File: src/rtl/assert_macros.svh
// Assertion helpers shared by the debouncer modules.
// Each check is sampled on the rising clock edge and is muted while reset is high.
`ifndef ASSERT_MACROS_SVH
`define ASSERT_MACROS_SVH

// A property that must hold on every clock edge outside reset.
`define SCPD_ASSERT(name, prop, msg) \
  name: assert property (@(posedge clk) disable iff (rst) prop) else $error(msg);

// A condition that must never be seen outside reset.
`define SCPD_NEVER(name, cond, msg) \
  name: assert property (@(posedge clk) disable iff (rst) !(cond)) else $error(msg);

`endif

File: src/rtl/scpd_pkg.sv
package scpd_pkg;

  // Field widths fixed by the interface.
  localparam int SLOT_W  = 3;
  localparam int CARD_W  = 8;
  localparam int CFG_W   = 4;
  localparam int CNT_W   = 4;

  // Counter limit before saturation.
  localparam logic [CNT_W-1:0] CNT_MAX = 4'd15;

  // Configuration register indexes and reset values.
  localparam logic CFG_IDX_PRESET  = 1'b0;
  localparam logic CFG_IDX_CONFIRM = 1'b1;
  localparam logic [CFG_W-1:0] PRESET_RESET  = 4'd4;
  localparam logic [CFG_W-1:0] CONFIRM_RESET = 4'd7;

  // Depth of the queue between classifier and slot engine.
  localparam int QUEUE_DEPTH = 2;
  localparam int QPTR_W      = 1;
  localparam int QCNT_W      = 2;

  // Per-slot phase.
  typedef enum logic [1:0] {
    PH_EMPTY       = 2'd0,
    PH_WAIT_INSERT = 2'd1,
    PH_WORKING     = 2'd2,
    PH_WAIT_REMOVE = 2'd3
  } phase_t;

  // Event reported with a result.
  typedef enum logic [1:0] {
    EV_NONE     = 2'd0,
    EV_INSERTED = 2'd1,
    EV_REFUSED  = 2'd2,
    EV_REMOVED  = 2'd3
  } event_t;

  // Live configuration.
  typedef struct packed {
    logic [CFG_W-1:0] count_preset;
    logic [CFG_W-1:0] confirm_level;
  } cfg_t;

  // Classified poll request handed from the front to the back.
  typedef struct packed {
    logic [SLOT_W-1:0] slot;
    logic              in_range;
    logic [CARD_W-1:0] cid;
    logic              insert_ok;
    logic              end_of_sweep;
  } req_t;

endpackage

File: src/rtl/scpd_front.sv
module scpd_front #(
  parameter int SLOT_COUNT = 7,
  parameter int TYPE_BITS  = 8
) (
  input  logic [scpd_pkg::SLOT_W-1:0] slot_index,
  input  logic [scpd_pkg::CARD_W-1:0] card_type,
  input  logic                        insert_ok,
  input  logic                        end_of_sweep,
  output scpd_pkg::req_t              req
);
  import scpd_pkg::*;

  localparam logic [15:0] TYPE_MASK = 16'((32'd1 << TYPE_BITS) - 32'd1);

  logic [15:0] cid_wide;

  // Trim the card type to the stored type width and flag slots that exist.
  always_comb begin
    cid_wide         = {8'b0, card_type} & TYPE_MASK;
    req.slot         = slot_index;
    req.in_range     = (32'(slot_index) < SLOT_COUNT);
    req.cid          = cid_wide[CARD_W-1:0];
    req.insert_ok    = insert_ok;
    req.end_of_sweep = end_of_sweep;
  end

endmodule

File: src/rtl/scpd_queue.sv
`include "assert_macros.svh"

module scpd_queue (
  input  logic           clk,
  input  logic           rst,
  input  logic           push,
  input  scpd_pkg::req_t push_req,
  output logic           full,
  input  logic           pop,
  output logic           empty,
  output scpd_pkg::req_t pop_req
);
  import scpd_pkg::*;

  req_t              mem [QUEUE_DEPTH];
  logic [QPTR_W-1:0] wr_ptr;
  logic [QPTR_W-1:0] rd_ptr;
  logic [QCNT_W-1:0] count;

  assign full    = (count == QCNT_W'(QUEUE_DEPTH));
  assign empty   = (count == '0);
  assign pop_req = mem[rd_ptr];

  // Request storage.
  always_ff @(posedge clk) begin
    if (push) begin
      mem[wr_ptr] <= push_req;
    end
  end

  // Pointers and fill level.
  always_ff @(posedge clk) begin
    if (rst) begin
      wr_ptr <= '0;
      rd_ptr <= '0;
      count  <= '0;
    end else begin
      if (push) begin
        wr_ptr <= wr_ptr + 1'b1;
      end
      if (pop) begin
        rd_ptr <= rd_ptr + 1'b1;
      end
      if (push && !pop) begin
        count <= count + 1'b1;
      end else if (pop && !push) begin
        count <= count - 1'b1;
      end
    end
  end

  `SCPD_NEVER(a_no_overfill, count > QCNT_W'(QUEUE_DEPTH), "queue fill level above depth")
  `SCPD_NEVER(a_no_pop_empty, pop && empty, "request taken from an empty queue")
  `SCPD_NEVER(a_no_push_full, push && full && !pop, "request written into a full queue")

endmodule

File: src/rtl/scpd_back.sv
`include "assert_macros.svh"

module scpd_back #(
  parameter int SLOT_COUNT = 7,
  parameter int TYPE_BITS  = 8
) (
  input  logic                        clk,
  input  logic                        rst,
  input  scpd_pkg::cfg_t              cfg,
  input  logic                        req_avail,
  input  scpd_pkg::req_t              req,
  output logic                        req_take,
  output logic                        out_valid,
  input  logic                        out_stall,
  output logic [scpd_pkg::SLOT_W-1:0] slot_id,
  output logic [1:0]                  slot_status,
  output logic [1:0]                  event_code,
  output logic [scpd_pkg::CARD_W-1:0] held_type,
  output logic                        all_settled
);
  import scpd_pkg::*;

  localparam int IDX_W = (SLOT_COUNT > 1) ? $clog2(SLOT_COUNT) : 1;

  // Per-slot state.
  phase_t                 phase [SLOT_COUNT];
  logic [CNT_W-1:0]       count [SLOT_COUNT];
  logic [TYPE_BITS-1:0]   inst  [SLOT_COUNT];
  logic [SLOT_COUNT-1:0]  seen;
  logic                   announced;

  logic [IDX_W-1:0]       idx;
  phase_t                 ph;
  logic [CNT_W-1:0]       cnt;
  logic [15:0]            inst_wide;
  logic [CARD_W-1:0]      inst8;
  logic [15:0]            cid_wide;
  logic [CNT_W:0]         up_val;
  logic                   up_commit;
  logic [CNT_W-1:0]       up_sat;
  logic                   down_abandon;
  logic [CNT_W-1:0]       down_val;
  phase_t                 ph_next;
  logic [CNT_W-1:0]       cnt_next;
  logic [TYPE_BITS-1:0]   inst_next;
  logic                   seen_set;
  event_t                 ev;
  logic [SLOT_COUNT-1:0]  seen_next;
  logic                   pulse;
  logic [15:0]            held_wide;

  assign req_take = req_avail && (!out_valid || !out_stall);

  // Read the polled slot and work out its update.
  always_comb begin
    idx          = IDX_W'(req.slot);
    ph           = phase[idx];
    cnt          = count[idx];
    inst_wide    = 16'(inst[idx]);
    inst8        = inst_wide[CARD_W-1:0];
    cid_wide     = {8'b0, req.cid};
    up_val       = {1'b0, cnt} + 1'b1;
    up_commit    = up_val > {1'b0, cfg.confirm_level};
    up_sat       = up_val[CNT_W] ? CNT_MAX : up_val[CNT_W-1:0];
    down_abandon = (cnt <= 4'd1);
    down_val     = (cnt == '0) ? '0 : cnt - 1'b1;
    ph_next      = ph;
    cnt_next     = cnt;
    inst_next    = inst[idx];
    seen_set     = 1'b0;
    ev           = EV_NONE;
    case (ph)
      PH_EMPTY: begin
        if (req.cid != '0) begin
          ph_next  = PH_WAIT_INSERT;
          cnt_next = cfg.count_preset;
        end else begin
          seen_set = 1'b1;
        end
      end
      PH_WAIT_INSERT: begin
        if (req.cid != '0) begin
          cnt_next = up_sat;
          if (up_commit) begin
            if (req.insert_ok) begin
              ph_next   = PH_WORKING;
              inst_next = cid_wide[TYPE_BITS-1:0];
              ev        = EV_INSERTED;
            end else begin
              ph_next = PH_EMPTY;
              ev      = EV_REFUSED;
            end
          end
        end else begin
          cnt_next = down_val;
          if (down_abandon) begin
            ph_next = PH_EMPTY;
          end
        end
      end
      PH_WORKING: begin
        if (req.cid != inst8) begin
          ph_next  = PH_WAIT_REMOVE;
          cnt_next = cfg.count_preset;
        end else begin
          seen_set = 1'b1;
        end
      end
      PH_WAIT_REMOVE: begin
        if (req.cid != inst8) begin
          cnt_next = up_sat;
          if (up_commit) begin
            ph_next   = PH_EMPTY;
            inst_next = '0;
            ev        = EV_REMOVED;
          end
        end else begin
          cnt_next = down_val;
          if (down_abandon) begin
            ph_next = PH_WORKING;
          end
        end
      end
      default: begin
        ph_next = ph;
      end
    endcase
    if (!req.in_range) begin
      ev = EV_NONE;
    end

    // Settled marks after this poll, and the one-shot sweep check.
    seen_next = seen;
    if (req.in_range && seen_set) begin
      seen_next[idx] = 1'b1;
    end
    pulse     = req.end_of_sweep && !announced && (&seen_next);
    held_wide = 16'(inst_next);
  end

  // Slot state update.
  always_ff @(posedge clk) begin
    if (rst) begin
      for (int i = 0; i < SLOT_COUNT; i++) begin
        phase[i] <= PH_EMPTY;
        count[i] <= '0;
        inst[i]  <= '0;
      end
      seen      <= '0;
      announced <= 1'b0;
    end else if (req_take) begin
      if (req.in_range) begin
        phase[idx] <= ph_next;
        count[idx] <= cnt_next;
        inst[idx]  <= inst_next;
      end
      seen <= seen_next;
      if (pulse) begin
        announced <= 1'b1;
      end
    end
  end

  // Result register; refills when a request waits and it is empty or unstalled.
  always_ff @(posedge clk) begin
    if (rst) begin
      out_valid <= 1'b0;
    end else if (req_take) begin
      out_valid <= 1'b1;
    end else if (!out_stall) begin
      out_valid <= 1'b0;
    end
  end

  always_ff @(posedge clk) begin
    if (req_take) begin
      slot_id     <= req.slot;
      slot_status <= req.in_range ? ph_next : PH_EMPTY;
      event_code  <= ev;
      held_type   <= req.in_range ? held_wide[CARD_W-1:0] : '0;
      all_settled <= pulse;
    end
  end

  `SCPD_NEVER(a_pulse_once, req_take && announced && pulse, "settled pulse fired twice")
  `SCPD_ASSERT(a_removed_empty, out_valid && (event_code == EV_REMOVED) |-> (held_type == '0) && (slot_status == PH_EMPTY), "removal left a type or phase behind")
  `SCPD_ASSERT(a_inserted_working, out_valid && (event_code == EV_INSERTED) |-> (slot_status == PH_WORKING), "insertion did not reach the working phase")

endmodule

File: src/rtl/slot_card_presence_debouncer.sv
// Channel   Handshake             Payload
// in        in_valid / in_stall   slot_index, card_type, insert_ok, end_of_sweep
// out       out_valid / out_stall slot_id, slot_status, event_code, held_type, all_settled
// cfg       cfg_we                cfg_index, cfg_data
//
// One request is taken per cycle while one is queued and the result register can take it;
// each poll reads its slot and writes an in-range slot's update back when the request is taken.
// Reset empties every slot, clears settled marks and loads preset 4 and confirm level 7.
// A two-entry queue sits between the classifier and the slot engine; in_stall is its full flag.
// The result register takes a new request when one is queued and out_valid or out_stall is low.
module slot_card_presence_debouncer #(
  parameter int SLOT_COUNT = 7,
  parameter int TYPE_BITS  = 8
) (
  input  logic                        clk,
  input  logic                        rst,
  input  logic                        cfg_we,
  input  logic                        cfg_index,
  input  logic [scpd_pkg::CFG_W-1:0]  cfg_data,
  input  logic                        in_valid,
  output logic                        in_stall,
  input  logic [scpd_pkg::SLOT_W-1:0] slot_index,
  input  logic [scpd_pkg::CARD_W-1:0] card_type,
  input  logic                        insert_ok,
  input  logic                        end_of_sweep,
  output logic                        out_valid,
  input  logic                        out_stall,
  output logic [scpd_pkg::SLOT_W-1:0] slot_id,
  output logic [1:0]                  slot_status,
  output logic [1:0]                  event_code,
  output logic [scpd_pkg::CARD_W-1:0] held_type,
  output logic                        all_settled
);
  import scpd_pkg::*;

  cfg_t cfg;
  req_t front_req;
  req_t back_req;
  logic q_full;
  logic q_empty;
  logic q_pop;
  logic q_push;

  // Configuration registers.
  always_ff @(posedge clk) begin
    if (rst) begin
      cfg.count_preset  <= PRESET_RESET;
      cfg.confirm_level <= CONFIRM_RESET;
    end else if (cfg_we) begin
      case (cfg_index)
        CFG_IDX_PRESET:  cfg.count_preset  <= cfg_data;
        CFG_IDX_CONFIRM: cfg.confirm_level <= cfg_data;
        default:         cfg.count_preset  <= cfg.count_preset;
      endcase
    end
  end

  assign in_stall = q_full;
  assign q_push   = in_valid && !q_full;

  scpd_front #(
    .SLOT_COUNT (SLOT_COUNT),
    .TYPE_BITS  (TYPE_BITS)
  ) u_front (
    .slot_index   (slot_index),
    .card_type    (card_type),
    .insert_ok    (insert_ok),
    .end_of_sweep (end_of_sweep),
    .req          (front_req)
  );

  scpd_queue u_queue (
    .clk      (clk),
    .rst      (rst),
    .push     (q_push),
    .push_req (front_req),
    .full     (q_full),
    .pop      (q_pop),
    .empty    (q_empty),
    .pop_req  (back_req)
  );

  scpd_back #(
    .SLOT_COUNT (SLOT_COUNT),
    .TYPE_BITS  (TYPE_BITS)
  ) u_back (
    .clk         (clk),
    .rst         (rst),
    .cfg         (cfg),
    .req_avail   (!q_empty),
    .req         (back_req),
    .req_take    (q_pop),
    .out_valid   (out_valid),
    .out_stall   (out_stall),
    .slot_id     (slot_id),
    .slot_status (slot_status),
    .event_code  (event_code),
    .held_type   (held_type),
    .all_settled (all_settled)
  );

endmodule

File: config.mk
export PLATFORM = sky130hd
export DESIGN_NAME = slot_card_presence_debouncer
export DESIGN_NICKNAME = d
export VERILOG_FILES = /design/src/rtl/scpd_pkg.sv /design/src/rtl/scpd_front.sv /design/src/rtl/scpd_queue.sv /design/src/rtl/scpd_back.sv /design/src/rtl/slot_card_presence_debouncer.sv
export VERILOG_INCLUDE_DIRS = /design/src /design/src/rtl
export SDC_FILE = /design/constraint.sdc
export NUM_CORES = 1
export LEC_CHECK = 0
export ABC_AREA = 1
export BUFFER_PORTS_ARGS = -buffer_cell sky130_fd_sc_hd__buf_4
export CORE_MARGIN = 2
export CORE_UTILIZATION = 35
export DETAILED_ROUTE_END_ITERATION = 16
export PLACE_DENSITY = 0.48
export SYNTH_ARGS = -nofsm -noshare
export SYNTH_HDL_FRONTEND = slang
export SYNTH_SLANG_ARGS = --single-unit
File: constraint.sdc
create_clock -name clk -period 4.1 [get_ports clk]
set_input_delay 0.82 -clock clk [delete_from_list [all_inputs] [get_ports clk]]
set_output_delay 0.82 -clock clk [all_outputs]
set_load 0.02 [all_outputs]
# Word-level counts from Yosys, hierarchy flattened
# Memories as Yosys holds them, arrays and structs flattened. A register that Yosys moved wholly into a read port is not among the register bits.
# Cells that the tools add are included.
# word_totals
out_inout_bits	18
elab_cells	122
ram_bits	126
ff_bits	37
n_memories	4
# classes
n_addsub	6
reduce_logical	28
n_bitwise	2
n_eq_ne	6
n_lt_le_gt_ge	5
mux	58
# mem_list
memory	words	width	read_ports	rd_clocked_by_memory_dff	write_ports	line_no	source
u_back.inst	7	8	1	0	7	scpd_back.sv:28	logic [TYPE_BITS-1:0] inst [SLOT_COUNT];
u_back.count	7	4	1	0	7	scpd_back.sv:27	logic [CNT_W-1:0] count [SLOT_COUNT];
u_queue.mem	2	14	1	1	1	scpd_queue.sv:15	req_t mem [QUEUE_DEPTH];
u_back.phase	7	2	1	0	7	scpd_back.sv:26	phase_t phase [SLOT_COUNT];
# op_table
cell	count
8-bit 2-to-1 mux	6
2-bit 2-to-1 mux	17
4-bit 2-to-1 mux	7
1-bit 2-to-1 mux	18
4-bit case mux with 4 select lines	1
8-bit case mux with 2 select lines	1
3-bit 2-to-1 mux	3
1-bit logical AND	8
8-bit != test	1
2-bit case mux with 4 select lines	1
8-bit nonzero test	1
8-bit OR reduction	1
1-bit logical NOT	7
7-bit 2-to-1 mux	1
7-bit OR	1
7-bit AND reduction	1
2-bit == test, second input constant	3
2-bit AND reduction	3
4-bit by 1-bit adder with 5-bit output, second input constant	1
5-bit by 4-bit > comparator with 1-bit output	1
4-bit by 1-bit less-or-equal comparator with 1-bit output, second input constant	1
2-bit logical NOT	2
4-bit logical NOT	1
3-bit by 4-bit < comparator with 1-bit output, second input constant	1
other kinds (16)	17

# Logic depth before layout (Yosys ltp)
# logic_depth
depth_word	9
ltp_mapped	31

# Modules after synthesis
# A second synthesis with hierarchy kept.
# unflattened
cells_unflattened	986
hier_area_um2	8789.7
# modules_own_cells
module	n_inst	area_per_inst_um2	cells_per_inst
scpd_back	1	7125.6	849
scpd_queue	1	1236.2	76
slot_card_presence_debouncer	1	325.3	47
scpd_front	1	102.6	14

# Worst setup path after synthesis
# OpenSTA, ideal clock, no wires.
# synth_timing
path_type	register to register
start	register with a tool-made name
end	memory u_back.inst[5][6], data pin
arrival_time_ns	3.556
path_stages_with_launch	31
path_slack_ns	0.292
setup_time_ns	0.252
period_less_slack_ns	3.808
path_cell_list	dfxtp_1 > buf_6 > inv_8 > nand2_2 > nand2_4 > buf_6 > buf_6 > nor2_1 > o21ai_0 > nand2_1 > o21ai_2 > ha_1 > inv_1 > nor2_2 > inv_1 > nand2_1 > inv_1 > ha_1 > nand2_1 > o21ai_0 > a21oi_1 > a41o_1 > nand2_2 > nand2_2 > nor2_8 > inv_2 > o21ai_1 > nand2_1 > o21ai_2 > or2_1 > inv_1
# synth_rtl
item	line_no
to (decl)	scpd_back.sv:28

==> out/metrics.cfg <==
[finish]
n_fill_cell = 2442
finalNetCount = 1060
syn2layout_area_growth_pct = 18.8
final_core_util_pct = 42.2
mostFrequentLayoutCell = nand2_1
drive_above_1_share_pct = 20.4
finalInstanceArea_um2 = 10300
final_cell_mix = nand2_1 (205), nor2_1 (160), edfxtp_1 (142)
antenna_cells = 0
stdcell_count = 1365

[critical_path]
start_kind = flop
crit_path_max_incr_delay_ps = 420
end_kind = flop
r2r-end = u_back.inst[7][0]
endpoint = u_back.inst[7][0]
critical_path_class = reg2reg
rrSetupSlack_ps = 240
reg2regPathDepth = 27
rr_startpoint = u_queue.mem[1][11]
crit_fanout = 7
worstPathArrival_ps = 4040
critPathRequiredTime_ps = 4280
crit_slowest_cell = edfxtp_1
crit_path_start = u_queue.mem[1][11]

[pwr]
p_comb_share_pct = 48.8
internal_power_mw = 4.48
p_seq_share_pct = 30.4
clockPowerShare_pct = 20.8
p_leak_nw = 4.21
p_sw_share_pct = 43.5
powerDensity_nw_per_um2 = 771
ir_drop_mv = 0.289
switchingPower_mw = 3.44

[cts]
clk_pin_slew_ps = 70
cts_buffer_depth = 2
clk_latency_ps = 440
cts-root-buf = clkbuf_16
cts_tree = yes
cts.sinks = 178
numCtsBuffers = 17
holdBufCountCts = 0
cts_max_level = 4

[floorplan]
start_util_pct = 35.6
fp.dieArea_um2 = 26000
fp.dieW_um = 161
die_y_um = 161
core_area_um2 = 24300
io_pins = 41
num_rows = 57

[global_route]
grt_use_total_pct = 20.3
grt_max_degree = 23
grt_pass1_wl_um = 38600
grt_overflow = 0
antenna_found_initial = 0
grt_pass1_vias = 6226

[sta]
setup_ws_ps = 245
max_freq_mhz = 259
hold_viol = 0
period_share_pct = 94.0
worstMarginPinSlew_ps = 916
slew_viol_final = 0
maxSlewHeadroom_pct = 38.3
skew_ps = 12.6
period_minus_slack_ps = 3860
setup_violations = 0
tns_ps = 0

[drt]
vias = 6697
first_iter_violations = 409
via_per_inst = 4.91
post-route-drc-count = 0
ant_nets = 0
wire_per_inst_um = 18.9
drt-total-wl_um = 25800
dr.pass1.iters = 5

[logic_synthesis]
syn_nets = 968
netlist_instances = 937
ys_types = 45
synth_edf_count = 142
ys_warn_count = 0
async_flop_share_pct = 0
ys_ff_latch = 178
synth_area_um2 = 8650
synth-main-ff-cell = edfxtp_1
syn_area_per_cell_um2 = 9.23
ys_seq_area_share_pct = 57.6

[job]
maxCapViolCount = 0

[outcome]
status = finished, final reports clean

[place]
dp.cells = 1313
place_ws_ps = 36.5
io_buffer_count = 40
place_congestion = 0.919
dpl.hpwl_um = 17600
place_area_um2 = 9460

[min_path]
hp-class = reg2reg

through the flow:
step,hold WS (ps),power (mW)
2_1_floorplan,424,4.86
3_3_place_gp,439,6.02
3_5_place_dp,443,6.01
4_1_cts,453,7.67
5_1_grt,469,8.45
6_report,450,7.92
cell families (layout without fill, tap and decap cells):
logic type / count (synthesis) / in the layout / share of synthesized area, %
adder cells (fa/ha/maj): 8 / 8 / 1.16
AO/OA/AOI/OAI: 123 / 123 / 8.03
buffers and inverters: 122 / 225 / 6.52
flip-flops: 178 / 178 / 57.6
AND/OR/NAND/NOR: 505 / 506 / 26.5
XOR/XNOR: 1 / 1 / 0.101
how the worst min path moves through the flow:
| stage | endpoint | from | depth (start not counted) |
|---|---|---|---|
| 2_1_floorplan | u_back.announced | u_back.announced | 2 |
| 3_3_place_gp | u_queue.rd_ptr | u_queue.rd_ptr | 1 |
| 3_5_place_dp | u_queue.rd_ptr | u_queue.rd_ptr | 1 |
| 4_1_cts | u_queue.rd_ptr | u_queue.rd_ptr | 1 |
| 5_1_grt | u_queue.rd_ptr | u_queue.rd_ptr | 1 |
| 6_report | u_queue.rd_ptr | u_queue.rd_ptr | 1 |
routing by layer:
metal  routed length [um]  up-vias  global-route usage, %  share of wire [%]
li1                     -     3291                      -                  -
met2                12000      177                   32.1                 46
met3                 1100       30                   3.70                4.3
met1                12300     3199                   28.8                 48
met4                  483        0                   5.60                1.9
met5                    0        -                      0                  0
synth_stat cells (6+ instances only):
cell,instances,area share [%]
o21ai_0,56,3.2
inv_1,83,3.6
o21ai_1,12,0.69
buf_6,6,0.78
nand2_2,15,1.1
nand4_1,8,0.58
dfxtp_1,36,8.3
o211ai_1,7,0.61
edfxtp_1,142,49
nor2_2,9,0.65
nand2_1,208,9.0
nor2_1,160,6.9
or2_2,11,0.80
clkbuf_1,14,0.61
inv_2,9,0.39
ha_1,8,1.2
nand3_1,65,3.8
a21oi_1,32,1.9
nand2_4,12,1.6
critical path: cells and delay by family (launching register included):
kind | cells | cell delay (ps)
flip-flops | 1 | 420
AO/OA/AOI/OAI | 6 | 880
adder cells (fa/ha/maj) | 2 | 510
buffers and inverters | 6 | 450
AND/OR/NAND/NOR | 13 | 1340
registers in the layout, summed over array words and instances, names as in the netlist, 2 cells and up, named ones only:
register,cells
u_back.inst,64
u_back.count,32
u_queue.mem,28
u_back.phase,16
cfg,8
u_back.held_type,8
u_back.seen,7
u_back.slot_id,3
u_back.event_code,2
u_back.slot_status,2
u_queue.count,2
power by group through the flow:
stage | clock [mW] | combinational, mW | sequential, mW
detailed placement | 0 | 3.56 | 2.45
CTS | 1.68 | 3.58 | 2.41
floorplan | 0 | 2.32 | 2.54
finish | 1.65 | 3.86 | 2.41
global placement | 0 | 3.57 | 2.45
global route | 1.76 | 4.26 | 2.44
area by class of cell:
cell class / count / area (um^2) / share of cell area, %
well taps: 324 / 405 / 3.95
multi-input cells: 638 / 3170 / 30.9
flip-flops and latches: 178 / 4990 / 48.6
clock inverters: 12 / 148 / 1.44
repair buffers: 99 / 751 / 7.31
inverters: 95 / 374 / 3.64
clock buffers: 19 / 433 / 4.21
repair_timing:
action / 4_1_cts / 5_1_grt
setup buffers: 0 / 20
resized for setup: 0 / 19
endpoints found under the setup margin: 0 / 87
No activity file was read; power rests on OpenSTA's default activity.
